File: src/bvc_pkg.sv
// ---------------------------------------------------------------------------
// bvc_pkg: shared types and constants of the balance/velocity controller
// Field widths, fixed-point constants, configuration record and the control
// word format of the microcoded sequencer.
// ---------------------------------------------------------------------------
package bvc_pkg;

  // Loop constants
  localparam int SAMPLE_PERIOD  = 5;
  localparam int INTEGRAL_LIMIT = 3000;
  localparam int DRIVE_LIMIT    = 250;

  // Field widths
  localparam int ANGLE_W  = 17;
  localparam int RATE_W   = 17;
  localparam int COUNT_W  = 9;
  localparam int DRIVE_W  = 9;
  localparam int GAIN_W   = 22;
  localparam int SPTGT_W  = 14;
  localparam int TIP_W    = 16;
  localparam int DZ_W     = 8;
  localparam int TICK_W   = 3;

  // Datapath widths
  localparam int ACC_W       = COUNT_W + $clog2(SAMPLE_PERIOD);
  localparam int ERR_W       = 15;
  localparam int FILT_W      = 23;
  localparam int FSUM_W      = 26;
  localparam int FMAG_W      = 24;
  localparam int INT_W       = 13;
  localparam int ISUM_W      = 16;
  localparam int OP_W        = 25;
  localparam int PROD_W      = 2 * OP_W;
  localparam int SUM_W       = 48;
  localparam int GAIN_SHIFT  = 24;
  localparam int TERM_W      = SUM_W - GAIN_SHIFT;
  localparam int RECIP_SHIFT = 26;
  localparam int FDIV_W      = FILT_W - 8;

  // ceil(2^26 / 5): exact floor(x / 5) for every x below 2^26
  localparam logic signed [OP_W-1:0] RECIP5 = 25'sd13421773;

  // Configuration port
  localparam int CFG_IDX_W  = 3;
  localparam int CFG_DATA_W = GAIN_W;

  localparam logic [CFG_IDX_W-1:0] REG_BAL_PROP_GAIN  = 3'd0;
  localparam logic [CFG_IDX_W-1:0] REG_BAL_RATE_GAIN  = 3'd1;
  localparam logic [CFG_IDX_W-1:0] REG_SPD_PROP_GAIN  = 3'd2;
  localparam logic [CFG_IDX_W-1:0] REG_SPD_INT_GAIN   = 3'd3;
  localparam logic [CFG_IDX_W-1:0] REG_TARGET_ANGLE   = 3'd4;
  localparam logic [CFG_IDX_W-1:0] REG_SPEED_TARGET   = 3'd5;
  localparam logic [CFG_IDX_W-1:0] REG_TIP_LIMIT      = 3'd6;
  localparam logic [CFG_IDX_W-1:0] REG_DEAD_ZONE      = 3'd7;

  // Payload types
  typedef logic signed [ANGLE_W-1:0] angle_t;
  typedef logic signed [RATE_W-1:0]  rate_t;
  typedef logic signed [COUNT_W-1:0] count_t;
  typedef logic signed [DRIVE_W-1:0] drive_t;

  typedef struct packed {
    logic [GAIN_W-1:0]         balance_prop_gain;
    logic [GAIN_W-1:0]         balance_rate_gain;
    logic [GAIN_W-1:0]         speed_prop_gain;
    logic [GAIN_W-1:0]         speed_int_gain;
    logic signed [ANGLE_W-1:0] target_angle;
    logic signed [SPTGT_W-1:0] speed_target;
    logic [TIP_W-1:0]          tip_limit;
    logic [DZ_W-1:0]           dead_zone;
  } cfg_t;

  // Micro-op codes
  typedef logic [2:0] mul_sel_t;
  localparam mul_sel_t MUL_NONE     = 3'd0;
  localparam mul_sel_t MUL_KP_ANG   = 3'd1;
  localparam mul_sel_t MUL_KD_RATE  = 3'd2;
  localparam mul_sel_t MUL_RECIP5   = 3'd3;
  localparam mul_sel_t MUL_KPV_FILT = 3'd4;
  localparam mul_sel_t MUL_KIV_INT  = 3'd5;

  typedef logic [1:0] acc_op_t;
  localparam acc_op_t ACC_HOLD = 2'd0;
  localparam acc_op_t ACC_LOAD = 2'd1;
  localparam acc_op_t ACC_ADD  = 2'd2;

  typedef logic [2:0] wb_t;
  localparam wb_t WB_NONE = 3'd0;
  localparam wb_t WB_FSUM = 3'd1;
  localparam wb_t WB_BAL  = 3'd2;
  localparam wb_t WB_FILT = 3'd3;
  localparam wb_t WB_INT  = 3'd4;
  localparam wb_t WB_VEL  = 3'd5;
  localparam wb_t WB_OUT  = 3'd6;

  localparam int PC_W = 4;

  typedef struct packed {
    mul_sel_t        mul;
    acc_op_t         acc;
    wb_t             wb;
    logic            jmp_tipped;
    logic [PC_W-1:0] target;
    logic            last;
  } uword_t;

  localparam uword_t UWORD_NOP = '{
    mul: MUL_NONE, acc: ACC_HOLD, wb: WB_NONE,
    jmp_tipped: 1'b0, target: '0, last: 1'b0
  };

  typedef struct packed {
    logic tipped;
    logic out_full;
  } status_t;

endpackage

File: src/bvc_if.sv
// ---------------------------------------------------------------------------
// bvc_if: valid/ready channels of the balance/velocity controller
// One interface for the sensor tick channel and one for the drive channel.
// ---------------------------------------------------------------------------
interface bvc_in_if import bvc_pkg::*; ();
  logic   valid;
  logic   ready;
  angle_t roll_angle;
  rate_t  pitch_rate;
  count_t left_count_delta;
  count_t right_count_delta;

  modport source (
    output valid, roll_angle, pitch_rate, left_count_delta, right_count_delta,
    input  ready
  );
  modport sink (
    input  valid, roll_angle, pitch_rate, left_count_delta, right_count_delta,
    output ready
  );
endinterface

interface bvc_out_if import bvc_pkg::*; ();
  logic   valid;
  logic   ready;
  drive_t left_drive;
  drive_t right_drive;
  logic   tipped;

  modport source (
    output valid, left_drive, right_drive, tipped,
    input  ready
  );
  modport sink (
    input  valid, left_drive, right_drive, tipped,
    output ready
  );
endinterface

File: src/bvc_cfg.sv
// ---------------------------------------------------------------------------
// bvc_cfg: configuration register file
// Eight write-only registers loaded from a plain indexed write port.
// ---------------------------------------------------------------------------
module bvc_cfg import bvc_pkg::*; (
  input  logic                  clk,
  input  logic                  rst,
  input  logic                  wr_en,
  input  logic [CFG_IDX_W-1:0]  index,
  input  logic [CFG_DATA_W-1:0] data,
  output cfg_t                  cfg
);

  always_ff @(posedge clk) begin
    if (rst) begin
      cfg.balance_prop_gain <= 22'd786432;
      cfg.balance_rate_gain <= 22'd655360;
      cfg.speed_prop_gain   <= 22'd52429;
      cfg.speed_int_gain    <= 22'd262;
      cfg.target_angle      <= '0;
      cfg.speed_target      <= '0;
      cfg.tip_limit         <= 16'd7680;
      cfg.dead_zone         <= 8'd20;
    end else if (wr_en) begin
      case (index)
        REG_BAL_PROP_GAIN: cfg.balance_prop_gain <= data[GAIN_W-1:0];
        REG_BAL_RATE_GAIN: cfg.balance_rate_gain <= data[GAIN_W-1:0];
        REG_SPD_PROP_GAIN: cfg.speed_prop_gain   <= data[GAIN_W-1:0];
        REG_SPD_INT_GAIN:  cfg.speed_int_gain    <= data[GAIN_W-1:0];
        REG_TARGET_ANGLE:  cfg.target_angle      <= data[ANGLE_W-1:0];
        REG_SPEED_TARGET:  cfg.speed_target      <= data[SPTGT_W-1:0];
        REG_TIP_LIMIT:     cfg.tip_limit         <= data[TIP_W-1:0];
        REG_DEAD_ZONE:     cfg.dead_zone         <= data[DZ_W-1:0];
        default: begin
        end
      endcase
    end
  end

endmodule

File: src/bvc_seq.sv
// ---------------------------------------------------------------------------
// bvc_seq: microcode sequencer
// Holds the control program, the step counter and the busy flag, and issues
// one control word per cycle to the datapath (a no-op while idle or held).
// ---------------------------------------------------------------------------
module bvc_seq import bvc_pkg::*; (
  input  logic    clk,
  input  logic    rst,
  input  logic    in_valid,
  output logic    in_ready,
  input  status_t status,
  output uword_t  uop
);

  localparam logic [PC_W-1:0] STEP_BAL_P   = 4'd0;
  localparam logic [PC_W-1:0] STEP_BAL_D   = 4'd1;
  localparam logic [PC_W-1:0] STEP_BAL_SUM = 4'd2;
  localparam logic [PC_W-1:0] STEP_DIV5    = 4'd3;
  localparam logic [PC_W-1:0] STEP_FILT    = 4'd4;
  localparam logic [PC_W-1:0] STEP_INTEG   = 4'd5;
  localparam logic [PC_W-1:0] STEP_VEL_P   = 4'd6;
  localparam logic [PC_W-1:0] STEP_VEL_SUM = 4'd7;
  localparam logic [PC_W-1:0] STEP_VEL     = 4'd8;
  localparam logic [PC_W-1:0] STEP_OUT     = 4'd9;

  logic            busy;
  logic [PC_W-1:0] pc;
  uword_t          word;
  logic            hold;

  // Control store. A result can only be written in the last step, which
  // waits while the output register is still occupied.
  function automatic uword_t rom(input logic [PC_W-1:0] step);
    uword_t uw;
    uw = UWORD_NOP;
    case (step)
      STEP_BAL_P: begin
        uw.mul        = MUL_KP_ANG;
        uw.jmp_tipped = 1'b1;
        uw.target     = STEP_OUT;
      end
      STEP_BAL_D: begin
        uw.mul = MUL_KD_RATE;
        uw.acc = ACC_LOAD;
      end
      STEP_BAL_SUM: begin
        uw.acc = ACC_ADD;
        uw.wb  = WB_FSUM;
      end
      STEP_DIV5: begin
        uw.mul = MUL_RECIP5;
        uw.wb  = WB_BAL;
      end
      STEP_FILT: begin
        uw.wb = WB_FILT;
      end
      STEP_INTEG: begin
        uw.mul = MUL_KPV_FILT;
        uw.wb  = WB_INT;
      end
      STEP_VEL_P: begin
        uw.mul = MUL_KIV_INT;
        uw.acc = ACC_LOAD;
      end
      STEP_VEL_SUM: begin
        uw.acc = ACC_ADD;
      end
      STEP_VEL: begin
        uw.wb = WB_VEL;
      end
      STEP_OUT: begin
        uw.wb   = WB_OUT;
        uw.last = 1'b1;
      end
      default: begin
        uw = UWORD_NOP;
      end
    endcase
    return uw;
  endfunction

  assign word     = rom(pc);
  assign hold     = word.last && status.out_full;
  assign uop      = (busy && !hold) ? word : UWORD_NOP;
  assign in_ready = !busy;

  always_ff @(posedge clk) begin
    if (rst) begin
      busy <= 1'b0;
      pc   <= '0;
    end else if (!busy) begin
      pc <= '0;
      if (in_valid) begin
        busy <= 1'b1;
      end
    end else if (!hold) begin
      if (word.last) begin
        busy <= 1'b0;
      end else if (word.jmp_tipped && status.tipped) begin
        pc <= word.target;
      end else begin
        pc <= pc + 1'b1;
      end
    end
  end

endmodule

File: src/bvc_dp.sv
// ---------------------------------------------------------------------------
// bvc_dp: controller datapath
// Encoder accumulation and tip test at the transfer, then one shared signed
// multiplier, a wide accumulator and the loop state, all steered by micro-ops.
// ---------------------------------------------------------------------------
module bvc_dp import bvc_pkg::*; (
  input  logic   clk,
  input  logic   rst,
  input  logic   accept,
  input  angle_t roll_angle,
  input  rate_t  pitch_rate,
  input  count_t left_count_delta,
  input  count_t right_count_delta,
  input  cfg_t   cfg,
  input  uword_t uop,
  input  logic   out_ready,
  output status_t status,
  output logic   out_valid,
  output drive_t left_drive,
  output drive_t right_drive,
  output logic   tipped
);

  localparam logic signed [ISUM_W-1:0]  ISUM_MAX = ISUM_W'(INTEGRAL_LIMIT);
  localparam logic signed [TERM_W:0]    DIFF_MAX = (TERM_W+1)'(DRIVE_LIMIT);
  localparam logic signed [DRIVE_W-1:0] DRV_MAX  = DRIVE_W'(DRIVE_LIMIT);

  // Loop state
  logic signed [ACC_W-1:0]  left_accum;
  logic signed [ACC_W-1:0]  right_accum;
  logic [TICK_W-1:0]        tick_count;
  logic signed [ACC_W-1:0]  left_speed;
  logic signed [ACC_W-1:0]  right_speed;
  logic signed [FILT_W-1:0] speed_filter;
  logic signed [INT_W-1:0]  speed_integral;

  // Item registers and working registers
  angle_t                   roll_r;
  rate_t                    rate_r;
  logic                     tip_r;
  logic [FMAG_W-1:0]        fmag;
  logic                     fneg;
  logic signed [PROD_W-1:0] prod;
  logic signed [SUM_W-1:0]  acc;
  logic signed [TERM_W-1:0] bal;
  logic signed [TERM_W-1:0] vel;

  // Combinational
  logic signed [ACC_W-1:0]   left_sum;
  logic signed [ACC_W-1:0]   right_sum;
  logic [TICK_W-1:0]         tick_next;
  logic                      latch;
  logic [ANGLE_W:0]          roll_mag;
  logic                      tip_now;
  logic signed [ANGLE_W:0]   ang_err;
  logic signed [ERR_W-1:0]   speed_err;
  logic signed [FSUM_W-1:0]  fsum;
  logic signed [FSUM_W-1:0]  fsum_abs;
  logic signed [OP_W-1:0]    mul_a;
  logic signed [OP_W-1:0]    mul_b;
  logic [FILT_W-2:0]         quot;
  logic signed [FILT_W-1:0]  filt_biased;
  logic signed [FDIV_W-1:0]  fdiv;
  logic signed [ISUM_W-1:0]  isum;
  logic signed [TERM_W:0]    diff;
  logic signed [DRIVE_W-1:0] sat;
  logic [DRIVE_W-1:0]        mag;
  logic signed [DRIVE_W-1:0] drv;

  // Division by 2^24 rounded toward zero
  function automatic logic signed [TERM_W-1:0] gain_trunc(
    input logic signed [SUM_W-1:0] v
  );
    logic signed [SUM_W-1:0] biased;
    biased = v[SUM_W-1] ? v + SUM_W'((64'd1 << GAIN_SHIFT) - 64'd1) : v;
    return biased[SUM_W-1:GAIN_SHIFT];
  endfunction

  // Speed accumulation and tip test on the incoming item
  assign left_sum  = left_accum + ACC_W'(left_count_delta);
  assign right_sum = right_accum + ACC_W'(right_count_delta);
  assign tick_next = tick_count + 1'b1;
  assign latch     = (tick_next >= TICK_W'(SAMPLE_PERIOD)) || (tick_next == '0);
  assign roll_mag  = roll_angle[ANGLE_W-1] ? -(ANGLE_W+1)'(roll_angle)
                                           : (ANGLE_W+1)'(roll_angle);
  assign tip_now   = roll_mag > (ANGLE_W+1)'(cfg.tip_limit);

  // Operand sources
  assign ang_err   = (ANGLE_W+1)'(roll_r) - (ANGLE_W+1)'(cfg.target_angle);
  assign speed_err = ERR_W'(left_speed) + ERR_W'(right_speed)
                   - ERR_W'(cfg.speed_target);
  assign fsum      = (FSUM_W'(speed_filter) <<< 2) + (FSUM_W'(speed_err) <<< 8);
  assign fsum_abs  = fsum[FSUM_W-1] ? -fsum : fsum;

  always_comb begin
    mul_a = '0;
    mul_b = '0;
    case (uop.mul)
      MUL_KP_ANG: begin
        mul_a = {{(OP_W-GAIN_W){1'b0}}, cfg.balance_prop_gain};
        mul_b = OP_W'(ang_err);
      end
      MUL_KD_RATE: begin
        mul_a = {{(OP_W-GAIN_W){1'b0}}, cfg.balance_rate_gain};
        mul_b = OP_W'(rate_r);
      end
      MUL_RECIP5: begin
        mul_a = RECIP5;
        mul_b = {{(OP_W-FMAG_W){1'b0}}, fmag};
      end
      MUL_KPV_FILT: begin
        mul_a = {{(OP_W-GAIN_W){1'b0}}, cfg.speed_prop_gain};
        mul_b = OP_W'(speed_filter);
      end
      MUL_KIV_INT: begin
        mul_a = {{(OP_W-GAIN_W){1'b0}}, cfg.speed_int_gain};
        mul_b = OP_W'($signed({speed_integral, 8'h00}));
      end
      default: begin
        mul_a = '0;
        mul_b = '0;
      end
    endcase
  end

  // Filter quotient: |x| * ceil(2^26/5) >> 26, sign applied afterwards
  assign quot        = prod[RECIP_SHIFT+FILT_W-2:RECIP_SHIFT];
  assign filt_biased = speed_filter[FILT_W-1] ? speed_filter + FILT_W'(255)
                                              : speed_filter;
  assign fdiv        = filt_biased[FILT_W-1:8];
  assign isum        = ISUM_W'(speed_integral) + ISUM_W'(fdiv);

  // Drive shaping: saturate, then dead zone; the right side mirrors the left
  assign diff = (TERM_W+1)'(bal) - (TERM_W+1)'(vel);
  always_comb begin
    if (diff > DIFF_MAX) begin
      sat = DRV_MAX;
    end else if (diff < -DIFF_MAX) begin
      sat = -DRV_MAX;
    end else begin
      sat = diff[DRIVE_W-1:0];
    end
    mag = sat[DRIVE_W-1] ? DRIVE_W'(-sat) : DRIVE_W'(sat);
    drv = (mag < DRIVE_W'(cfg.dead_zone)) ? '0 : sat;
  end

  always_ff @(posedge clk) begin
    if (rst) begin
      left_accum     <= '0;
      right_accum    <= '0;
      tick_count     <= '0;
      left_speed     <= '0;
      right_speed    <= '0;
      speed_filter   <= '0;
      speed_integral <= '0;
      out_valid      <= 1'b0;
    end else begin
      if (accept) begin
        if (latch) begin
          left_speed  <= left_sum;
          right_speed <= right_sum;
          left_accum  <= '0;
          right_accum <= '0;
          tick_count  <= '0;
        end else begin
          left_accum  <= left_sum;
          right_accum <= right_sum;
          tick_count  <= tick_next;
        end
      end
      if (uop.wb == WB_FILT) begin
        speed_filter <= fneg ? -FILT_W'({1'b0, quot}) : FILT_W'({1'b0, quot});
      end
      if (uop.wb == WB_INT) begin
        if (isum > ISUM_MAX) begin
          speed_integral <= INT_W'(ISUM_MAX);
        end else if (isum < -ISUM_MAX) begin
          speed_integral <= INT_W'(-ISUM_MAX);
        end else begin
          speed_integral <= isum[INT_W-1:0];
        end
      end
      if (uop.wb == WB_OUT) begin
        out_valid <= 1'b1;
      end else if (out_ready) begin
        out_valid <= 1'b0;
      end
    end
  end

  always_ff @(posedge clk) begin
    if (accept) begin
      roll_r <= roll_angle;
      rate_r <= pitch_rate;
      tip_r  <= tip_now;
    end
    if (uop.mul != MUL_NONE) begin
      prod <= mul_a * mul_b;
    end
    case (uop.acc)
      ACC_LOAD: acc <= prod[SUM_W-1:0];
      ACC_ADD:  acc <= acc + prod[SUM_W-1:0];
      default: begin
      end
    endcase
    case (uop.wb)
      WB_FSUM: begin
        fmag <= fsum_abs[FMAG_W-1:0];
        fneg <= fsum[FSUM_W-1];
      end
      WB_BAL: bal <= gain_trunc(acc);
      WB_VEL: vel <= gain_trunc(acc);
      WB_OUT: begin
        left_drive  <= tip_r ? '0 : drv;
        right_drive <= tip_r ? '0 : -drv;
        tipped      <= tip_r;
      end
      default: begin
      end
    endcase
  end

  assign status.tipped   = tip_r;
  assign status.out_full = out_valid && !out_ready;

endmodule

File: src/balance_velocity_cascade_control.sv
// ---------------------------------------------------------------------------
// balance_velocity_cascade_control: two-wheel balance PD plus velocity PI
// Top level: configuration registers, microcode sequencer and datapath.
// ---------------------------------------------------------------------------
// Usage:
//   The sensor channel carries one control tick per transfer: roll angle and
//   pitch rate (Q8 degrees) and the encoder edge counts of that tick. The
//   drive channel returns exactly one result per tick: left and right motor
//   commands and the tipped flag.
//   Registers are written through cfg_wr_en/cfg_index/cfg_data, one per
//   cycle. The user must write them only while no tick is in flight; the
//   block itself does not enforce this. A tick that is not tipped runs ten
//   microcode steps on one shared 25x25 multiplier before its result is
//   written; a tipped tick jumps straight to the output step. Ticks are
//   taken one at a time, as often as the length of the microcode program
//   allows; the next tick is taken in the cycle after the last step.
//   The result sits in an output register; a new tick is accepted while it
//   waits, and the sequencer holds at its output step until that register
//   is free. Synchronous reset clears the loop state, restores the register
//   defaults and empties the output register.
// ---------------------------------------------------------------------------
module balance_velocity_cascade_control import bvc_pkg::*; (
  input  logic                  clk,
  input  logic                  rst,
  input  logic                  cfg_wr_en,
  input  logic [CFG_IDX_W-1:0]  cfg_index,
  input  logic [CFG_DATA_W-1:0] cfg_data,
  bvc_in_if.sink                sensor,
  bvc_out_if.source             drive
);

  cfg_t    cfg;
  uword_t  uop;
  status_t status;
  logic    in_ready;
  logic    accept;
  logic    out_valid;
  drive_t  left_drive;
  drive_t  right_drive;
  logic    tipped;

  assign accept       = sensor.valid && in_ready;
  assign sensor.ready = in_ready;

  bvc_cfg u_cfg (
    .clk   (clk),
    .rst   (rst),
    .wr_en (cfg_wr_en),
    .index (cfg_index),
    .data  (cfg_data),
    .cfg   (cfg)
  );

  bvc_seq u_seq (
    .clk      (clk),
    .rst      (rst),
    .in_valid (sensor.valid),
    .in_ready (in_ready),
    .status   (status),
    .uop      (uop)
  );

  bvc_dp u_dp (
    .clk               (clk),
    .rst               (rst),
    .accept            (accept),
    .roll_angle        (sensor.roll_angle),
    .pitch_rate        (sensor.pitch_rate),
    .left_count_delta  (sensor.left_count_delta),
    .right_count_delta (sensor.right_count_delta),
    .cfg               (cfg),
    .uop               (uop),
    .out_ready         (drive.ready),
    .status            (status),
    .out_valid         (out_valid),
    .left_drive        (left_drive),
    .right_drive       (right_drive),
    .tipped            (tipped)
  );

  assign drive.valid       = out_valid;
  assign drive.left_drive  = left_drive;
  assign drive.right_drive = right_drive;
  assign drive.tipped      = tipped;

endmodule

File: src/flat_wrapper.sv
// flat-port wrapper written by rule: the top's interface ports become plain ports
module balance_velocity_cascade_control_flat import bvc_pkg::*;
  (clk, rst, cfg_wr_en, cfg_index, cfg_data, sensor_valid, sensor_roll_angle, sensor_pitch_rate, sensor_left_count_delta, sensor_right_count_delta, sensor_ready, drive_valid, drive_left_drive, drive_right_drive, drive_tipped, drive_ready);
  bvc_in_if sensor_i ();
  bvc_out_if drive_i ();
  input  logic clk;
  input  logic rst;
  input  logic cfg_wr_en;
  input  logic [CFG_IDX_W-1:0] cfg_index;
  input  logic [CFG_DATA_W-1:0] cfg_data;
  input wire logic [$bits(sensor_i.valid)-1:0] sensor_valid;
  input wire logic [$bits(sensor_i.roll_angle)-1:0] sensor_roll_angle;
  input wire logic [$bits(sensor_i.pitch_rate)-1:0] sensor_pitch_rate;
  input wire logic [$bits(sensor_i.left_count_delta)-1:0] sensor_left_count_delta;
  input wire logic [$bits(sensor_i.right_count_delta)-1:0] sensor_right_count_delta;
  output wire logic [$bits(sensor_i.ready)-1:0] sensor_ready;
  output wire logic [$bits(drive_i.valid)-1:0] drive_valid;
  output wire logic [$bits(drive_i.left_drive)-1:0] drive_left_drive;
  output wire logic [$bits(drive_i.right_drive)-1:0] drive_right_drive;
  output wire logic [$bits(drive_i.tipped)-1:0] drive_tipped;
  input wire logic [$bits(drive_i.ready)-1:0] drive_ready;
  assign sensor_i.valid = sensor_valid;
  assign sensor_i.roll_angle = sensor_roll_angle;
  assign sensor_i.pitch_rate = sensor_pitch_rate;
  assign sensor_i.left_count_delta = sensor_left_count_delta;
  assign sensor_i.right_count_delta = sensor_right_count_delta;
  assign sensor_ready = sensor_i.ready;
  assign drive_valid = drive_i.valid;
  assign drive_left_drive = drive_i.left_drive;
  assign drive_right_drive = drive_i.right_drive;
  assign drive_tipped = drive_i.tipped;
  assign drive_i.ready = drive_ready;
  balance_velocity_cascade_control u_core (.clk(clk), .rst(rst), .cfg_wr_en(cfg_wr_en), .cfg_index(cfg_index), .cfg_data(cfg_data), .sensor(sensor_i), .drive(drive_i));
endmodule
File: config.mk
export PLATFORM = sky130hd
export DESIGN_NAME = balance_velocity_cascade_control_flat
export DESIGN_NICKNAME = d
export VERILOG_FILES = /design/src/bvc_pkg.sv /design/src/bvc_if.sv /design/src/bvc_cfg.sv /design/src/bvc_seq.sv /design/src/bvc_dp.sv /design/src/balance_velocity_cascade_control.sv /design/src/flat_wrapper.sv
export SDC_FILE = /design/constraint.sdc
export NUM_CORES = 2
export LEC_CHECK = 0
export ABC_AREA = 1
export BUFFER_PORTS_ARGS = -buffer_cell sky130_fd_sc_hd__buf_2
export CORE_MARGIN = 2
export CORE_UTILIZATION = 35
export DETAILED_ROUTE_END_ITERATION = 10
export PLACE_DENSITY = 0.62
export RECOVER_POWER = 100
export SYNTH_ARGS = -nofsm -noshare
export SYNTH_HDL_FRONTEND = slang
export SYNTH_SLANG_ARGS = --single-unit
File: constraint.sdc
create_clock -name clk -period 24.8 [get_ports clk]
set_input_delay 3.72 -clock clk [delete_from_list [all_inputs] [get_ports clk]]
set_output_delay 3.72 -clock clk [all_outputs]
set_load 0.02 [all_outputs]
---- Word level (Yosys, flattened, before mapping) ----
Cells that the tools add are included.
storage, ports and cells
  input bits .............................. 82
  bits in latches ......................... 0
  memories kept ........................... 0
  bits in writable memories ............... 0
  output and inout port bits .............. 21
  flip-flop bits (word level) ............. 459
  memory bits (read-only) ................. 0
operators by class
  multipliers ............................. 1
  reductions and logical operators ........ 28
  bitwise gates (word level) .............. 3
  eq/ne operators ......................... 29
  magnitude comparators ................... 7
  $add $sub $neg .......................... 18
  multiplexer cells ....................... 30
  divide/modulo/power cells ............... 0
  shift-type cells ........................ 0
operators with widths
  cell                                                          count
  case mux 25 bit (5 select lines)                              1
  case mux 24 bit (5 select lines)                              1
  case mux 48 bit (2 select lines)                              1
  adder 48 x 24 -> 48 bit (second input constant)               1
  adder 48 bit                                                  1
  multiplier 25 x 25 -> 48 bit                                  1
  two-way mux 48 bit                                            1
  two-way mux 23 bit                                            2
  two-way mux 9 bit                                             4
  == test 3 bit (second input constant)                         9
  adder 25 x 23 -> 26 bit                                       1
  two-way mux 13 bit                                            2
  > comparator 25 x 9 -> 1 bit (second input constant)          1
  less-than comparator 25 x 9 -> 1 bit (second input constant)  1
  subtractor 24 x 24 -> 25 bit                                  1
  adder 12 x 9 -> 12 bit                                        2
  two-way mux 12 bit                                            2
  two-way mux 24 bit                                            1
  negator 24 bit                                                1
  adder 23 x 9 -> 23 bit (second input constant)                1
  negator 22 -> 23 bit                                          1
  AND reduction 2 bit                                           10
  == test 3 x 2 -> 1 bit (second input constant)                6
  > comparator 18 x 16 -> 1 bit                                 1
  37 further kinds                                              63

---- Logic depth before layout (Yosys ltp) ----
  depth in word-level cells ............... 9
  depth in mapped cells ................... 54
  mapped depth without buffers ............ 53

---- Hierarchy ----
Synthesis repeated with hierarchy kept, for this count alone.
second synthesis, totals
  cell total of the unflattened synthesis .. 6275
  area total of the unflattened synthesis .. 48765.5 um^2
modules (own cells, without submodules)
  module                            times used  seq. area each (um^2)  cells an instance  area an instance (um^2)
  bvc_dp                            1           8368.0                 5390               42613.4
  bvc_cfg                           1           2862.7                 796                5620.4
  bvc_seq                           1           100.1                  87                 524.3
  balance_velocity_cascade_control  1           0.0                    2                  7.5

---- Least setup slack after synthesis ----
OpenSTA, ideal clock, no wires.
  path kind ............................... input to register
  from .................................... input port drive_ready
  to ...................................... register u_core.u_dp.prod[46] (data pin)
  path buffers ............................ 2
  stages .................................. 45
  data required time ...................... 24.535 ns
  data arrival time ....................... 11.013 ns
  slack ................................... 13.522 ns
  cell sequence ........................... inv_1 -> nand2_1 -> inv_1 -> a21oi_2 -> o21ai_2 -> nor2_2 -> inv_2 -> buf_4 -> nor2_1 -> inv_1 -> nand2_1 -> nor2_1 -> inv_1 -> buf_2 -> nand2_1 -> fa_1 -> inv_1 -> fa_1 -> [9 not listed] -> fa_1 -> inv_1 -> ha_1 -> a21oi_1 -> inv_1 -> nor2_1 -> o21ai_0 -> nand2_1 -> nand2_1 -> a21oi_1 -> inv_1 -> a31oi_1 -> nor2_1 -> o21ai_0 -> nand2_1 -> nand2_1 -> o211ai_1 -> xor2_1
between the ends
  cells in the longest elaborated chain, start to end .. 9
  elaborated cells on any way between the ends .. 14
RTL lines
  what                                                                                         line                text
  start, declared                                                                              flat_wrapper.sv:21  input wire logic [$bits(drive_i.ready)-1:0] drive_ready;
  zero test 1 bit *                                                                            bvc_dp.sv:224       assign status.out_full = out_valid && !out_ready;
  logical AND 1 bit *                                                                          bvc_dp.sv:224
  logical AND 1 bit *                                                                          bvc_seq.sv:83       assign hold = word.last && status.out_full;
  zero test 1 bit *                                                                            -
  logical AND 1 bit *                                                                          bvc_seq.sv:84       assign uop = (busy && !hold) ? word : UWORD_NOP;
  two-way mux 14 bit *                                                                         bvc_seq.sv:84
  == test 3 bit (tied with other cells)                                                        bvc_dp.sv:98        case (uop.mul)
  case mux 24 bit (5 select lines) / case mux 25 bit (5 select lines) (equally long branches)  bvc_dp.sv:98
  multiplier 25 x 25 -> 48 bit *                                                               bvc_dp.sv:198       prod <= mul_a * mul_b;
  end signal, assigned                                                                         bvc_dp.sv:198
  end, declared                                                                                bvc_dp.sv:43        logic signed [PROD_W-1:0] prod;
Mark *: on every way between the ends. The rest lies on a longest branch, timed or not.
A chain may end at the register's enable or synchronous reset.

---- Worst setup path after layout ----
Same ends and word-level chain as after synthesis.

==> results by group <==
Route
  – Residual DRC count: 0
  – Starting DRT DRC Count: 3,300
  – Vias per inst: 5.05
  – Total number of vias: 40,300
  – Number of antenna-violating nets in the routed design: 0
  – Wirelength per Cell: 18.6 um
  – Final WL: 149 mm
  – DRT Pass-1 Iters: 6

Worst setup path
  – Maximum fanout along the worst path: 31
  – Stage delay of the slowest cell on the critical path: 1.15 ns
  – Critical path data required time: 25.15 ns
  – Crit Path Class: input port to flop
  – Critical-path top delay cell: nand4_1
  – Startpoint kind of the worst setup timing path: input port
  – First element of the critical path: drive_ready
  – Setup crit end kind: flop
  – CP dominant cell by count: inv_1
  – Origin of the critical flop-to-flop path: u_core.u_seq.pc[1]
  – Critical path data arrival time: 15.67 ns

STA
  – Worst hold-check slack: 0.457 ns
  – Sum Neg Setup Slack: 0 ns
  – Setup violation total in the final timing report: 0
  – Number of endpoints with negative hold slack in the final report: 0
  – Portion of the clock cycle consumed by the worst path in the final layout: 61.8%
  – Final worst-path setup slack: 9.47 ns
  – Final count of pins violating max slew: 562
  – RSZ-0062 raised after global routing: no
  – Maximum frequency from static timing analysis: 65.2 MHz
  – Worst Tran Pin Value: 4.15 ns
  – Rel. slew slack: -177%
  – Post-layout min period: 15.33 ns
  – Final worst clock skew: 0.0426 ns

Pwr
  – Leakage power of the design: 24.8 nW
  – Areal power density over the cells: 48.8 nW/um^2
  – Highest ir drop seen on vdd: 0.0591 mV

Floorplan
  – Area of the core: 137,000 um^2
  – Site row count: 136
  – Die area: 141,000 um^2
  – Chip Height: 376 um
  – Top-Level Pins: 103
  – Initial Utilization: 35.2%
  – Die width: 376 um

Place
  – Placer Congestion: 0.965
  – Cell Count Post-Placement: 7,877
  – Placed wire-length estimate: 118 mm
  – Pre-CTS setup slack: 10.87 ns
  – I/O Buffers: 102

Clock network
  – Number of buffers inserted by post-CTS setup repair: 0
  – Clock tree root driver cell: clkbuf_16
  – Number of buffers on the longest clock path: 3
  – Clock Pin Slew Worst Setup and Hold Paths: 0.06 ns
  – CTS sink count: 456
  – Clock latency on the worst-skew pair: 0.64 ns
  – H-tree depth reported by CTS: 2
  – Gates resized, CTS repair: 0
  – Quantity of hold-fixing buffers added after cts: 0
  – Clock tree from TritonCTS: done
  – Number of buffers inserted during clock tree synthesis: 51

Synth
  – Most numerous cell in the Yosys netlist: inv_1
  – Asr flop ratio synth: 0%
  – EDFF count, synth: 220
  – Netlist area before placement: 48,300 um^2
  – Post-synth top cells: inv_1 (1,221), nand2_1 (1,107), nor2_1 (727)
  – Cell types with the largest area share after synthesis: fa_1 (22%), edfxtp_1 (14%), ha_1 (10%)
  – Area fraction of the dominant cell type after synthesis: 21.7%
  – Warnings, synthesis: 0
  – Sequential share of the synthesized area: 23.4%
  – Avg Synthesized Cell Area: 7.91 um^2
  – Post-synth top flop: dfxtp_1
  – Number of synthesized register bits: 456
  – Area leader, netlist: fa_1
  – Number of different library cells in the post-synthesis netlist: 74
  – Synthesized instance count: 6,113

Final layout
  – Final nets: 7,132
  – Fraction of final layout cells with drive strength greater than 1: 5.05%
  – Signed area change from the synthesized netlist to the final layout: 8.04%
  – Number of standard cells in the layout, taps in and fillers out: 7,977

Worst hold path
  – Class of the worst hold path: flop to flop
  – Startpoint of the lowest-slack hold path: u_core.u_cfg.cfg[42]

Run status
  – Result of the run: finished with violations
  – Violations in the final reports: max-capacitance violations, max-slew violations

Global route
  – Largest net degree at the start of global routing: 111
  – First-pass GRT wire length: 230 mm
  – Vias in the first global route: 40,200
  – Number of antenna violations at the first check in global routing: 6
  – Tot GR Track Use: 20.9%
  – Remaining Overflow, GRT: 0

Job
  – # Max-Cap Violations: 12
## sequential cells by signal, indices dropped and copies added (netlist names), 8 cells and up
register,flops
u_core.u_dp.left_speed,12
u_core.u_dp.left_drive,9
u_core.u_dp.left_accum,12
u_core.u_dp.roll_r,17
u_core.u_dp.bal,24
u_core.u_dp.acc,48
u_core.u_dp.speed_filter,23
u_core.u_cfg.cfg,143
u_core.u_dp.prod,48
u_core.u_dp.right_drive,8
u_core.u_dp.rate_r,17
u_core.u_dp.right_accum,12
u_core.u_dp.right_speed,12
u_core.u_dp.fmag,22
u_core.u_dp.speed_integral,13
u_core.u_dp.vel,24
## worst max-delay path, delay by kind of cell
| kind | cells | cell delay (ns) |
|---|---|---|
| AOI/OAI and AO/OA | 7 | 1.52 |
| xor gates and xnor gates | 1 | 0.15 |
| adders and majority gates | 8 | 3.89 |
| and+or+nand+nor | 12 | 3.56 |
| buffers and inverters | 15 | 2.77 |
## kinds of logic (layout without fill, tap and decap cells)
family                     after synthesis  count (layout)  share of synthesized area (%)
AOI/OAI and AO/OA                      858             858                           10.0
adders and majority gates              914             914                           31.8
buffers and inverters                 1439            1503                           11.5
xor gates and xnor gates               230             230                           4.22
and+or+nand+nor                       2214            2214                           19.0
other                                    2               8                         0.0155
DFF                                    456             456                           23.4
## routing by layer
metal  share of wire [%]  wire length [um]  vias to the layer above  GRT usage (%)
li1                    -                 -                    19100              -
met1                  42             62800                    19300           27.5
met2                  45             67700                     1462           34.2
met3                 8.0             11800                      332           3.70
met4                 4.3              6450                        6           8.18
met5               0.025                37                        -              0
## worst paths after layout
path / endpoint / slack, ns / cells past startpoint
setup / recovery: u_core.u_dp.prod[46] / 9.47 / 43
hold / removal: u_core.u_cfg.cfg[42] / 0.46 / 2
setup reg to reg: u_core.u_dp.prod[46] / 11.92 / 43
hold reg to reg: u_core.u_cfg.cfg[42] / 0.46 / 2
## power breakdown
| part | total (W) | internal [W] | switching [W] |
|---|---|---|---|
| registers | 0.000891 | 0.000855 | 0.0000361 |
| clock network | 0.000789 | 0.000455 | 0.000334 |
| logic | 0.000867 | 0.000281 | 0.000586 |
## through the flow
stage               area (um^2)  power (W)  utilization, %
CTS                       52400    0.00255            38.1
detailed placement        50600    0.00176            36.9
global placement          50600    0.00175            36.9
global route              52200    0.00269            38.0
finish                    52200    0.00255            38.0
floorplan                 48300    0.00149               -
## placed cells by master, fill, tap and decap left out, drive strengths merged, types with 12 or more instances in the layout
cell    instances
a211oi         18
a21o           12
a21oi         343
a31oi          46
buf            94
clkbuf        123
clkinv         19
dfxtp         236
edfxtp        220
fa            524
ha            390
inv          1261
nand2        1137
nand3         172
nand4          47
nor2          747
nor3           50
nor4           17
o211ai         23
o21a           19
o21ai         330
o21bai         12
or2            24
xnor2          76
xor2          154
## layout make-up
type	count	area (um^2)
clock inverter	24	273
fill	14000	85100
clock buffer	72	1460
sequential	456	11300
inverter	1262	4740
multi-input combinational	4220	31400
timing repair buffer	145	744
antenna	4	10.0
tap	1794	2240
No activity file was read; power rests on OpenSTA's default activity.
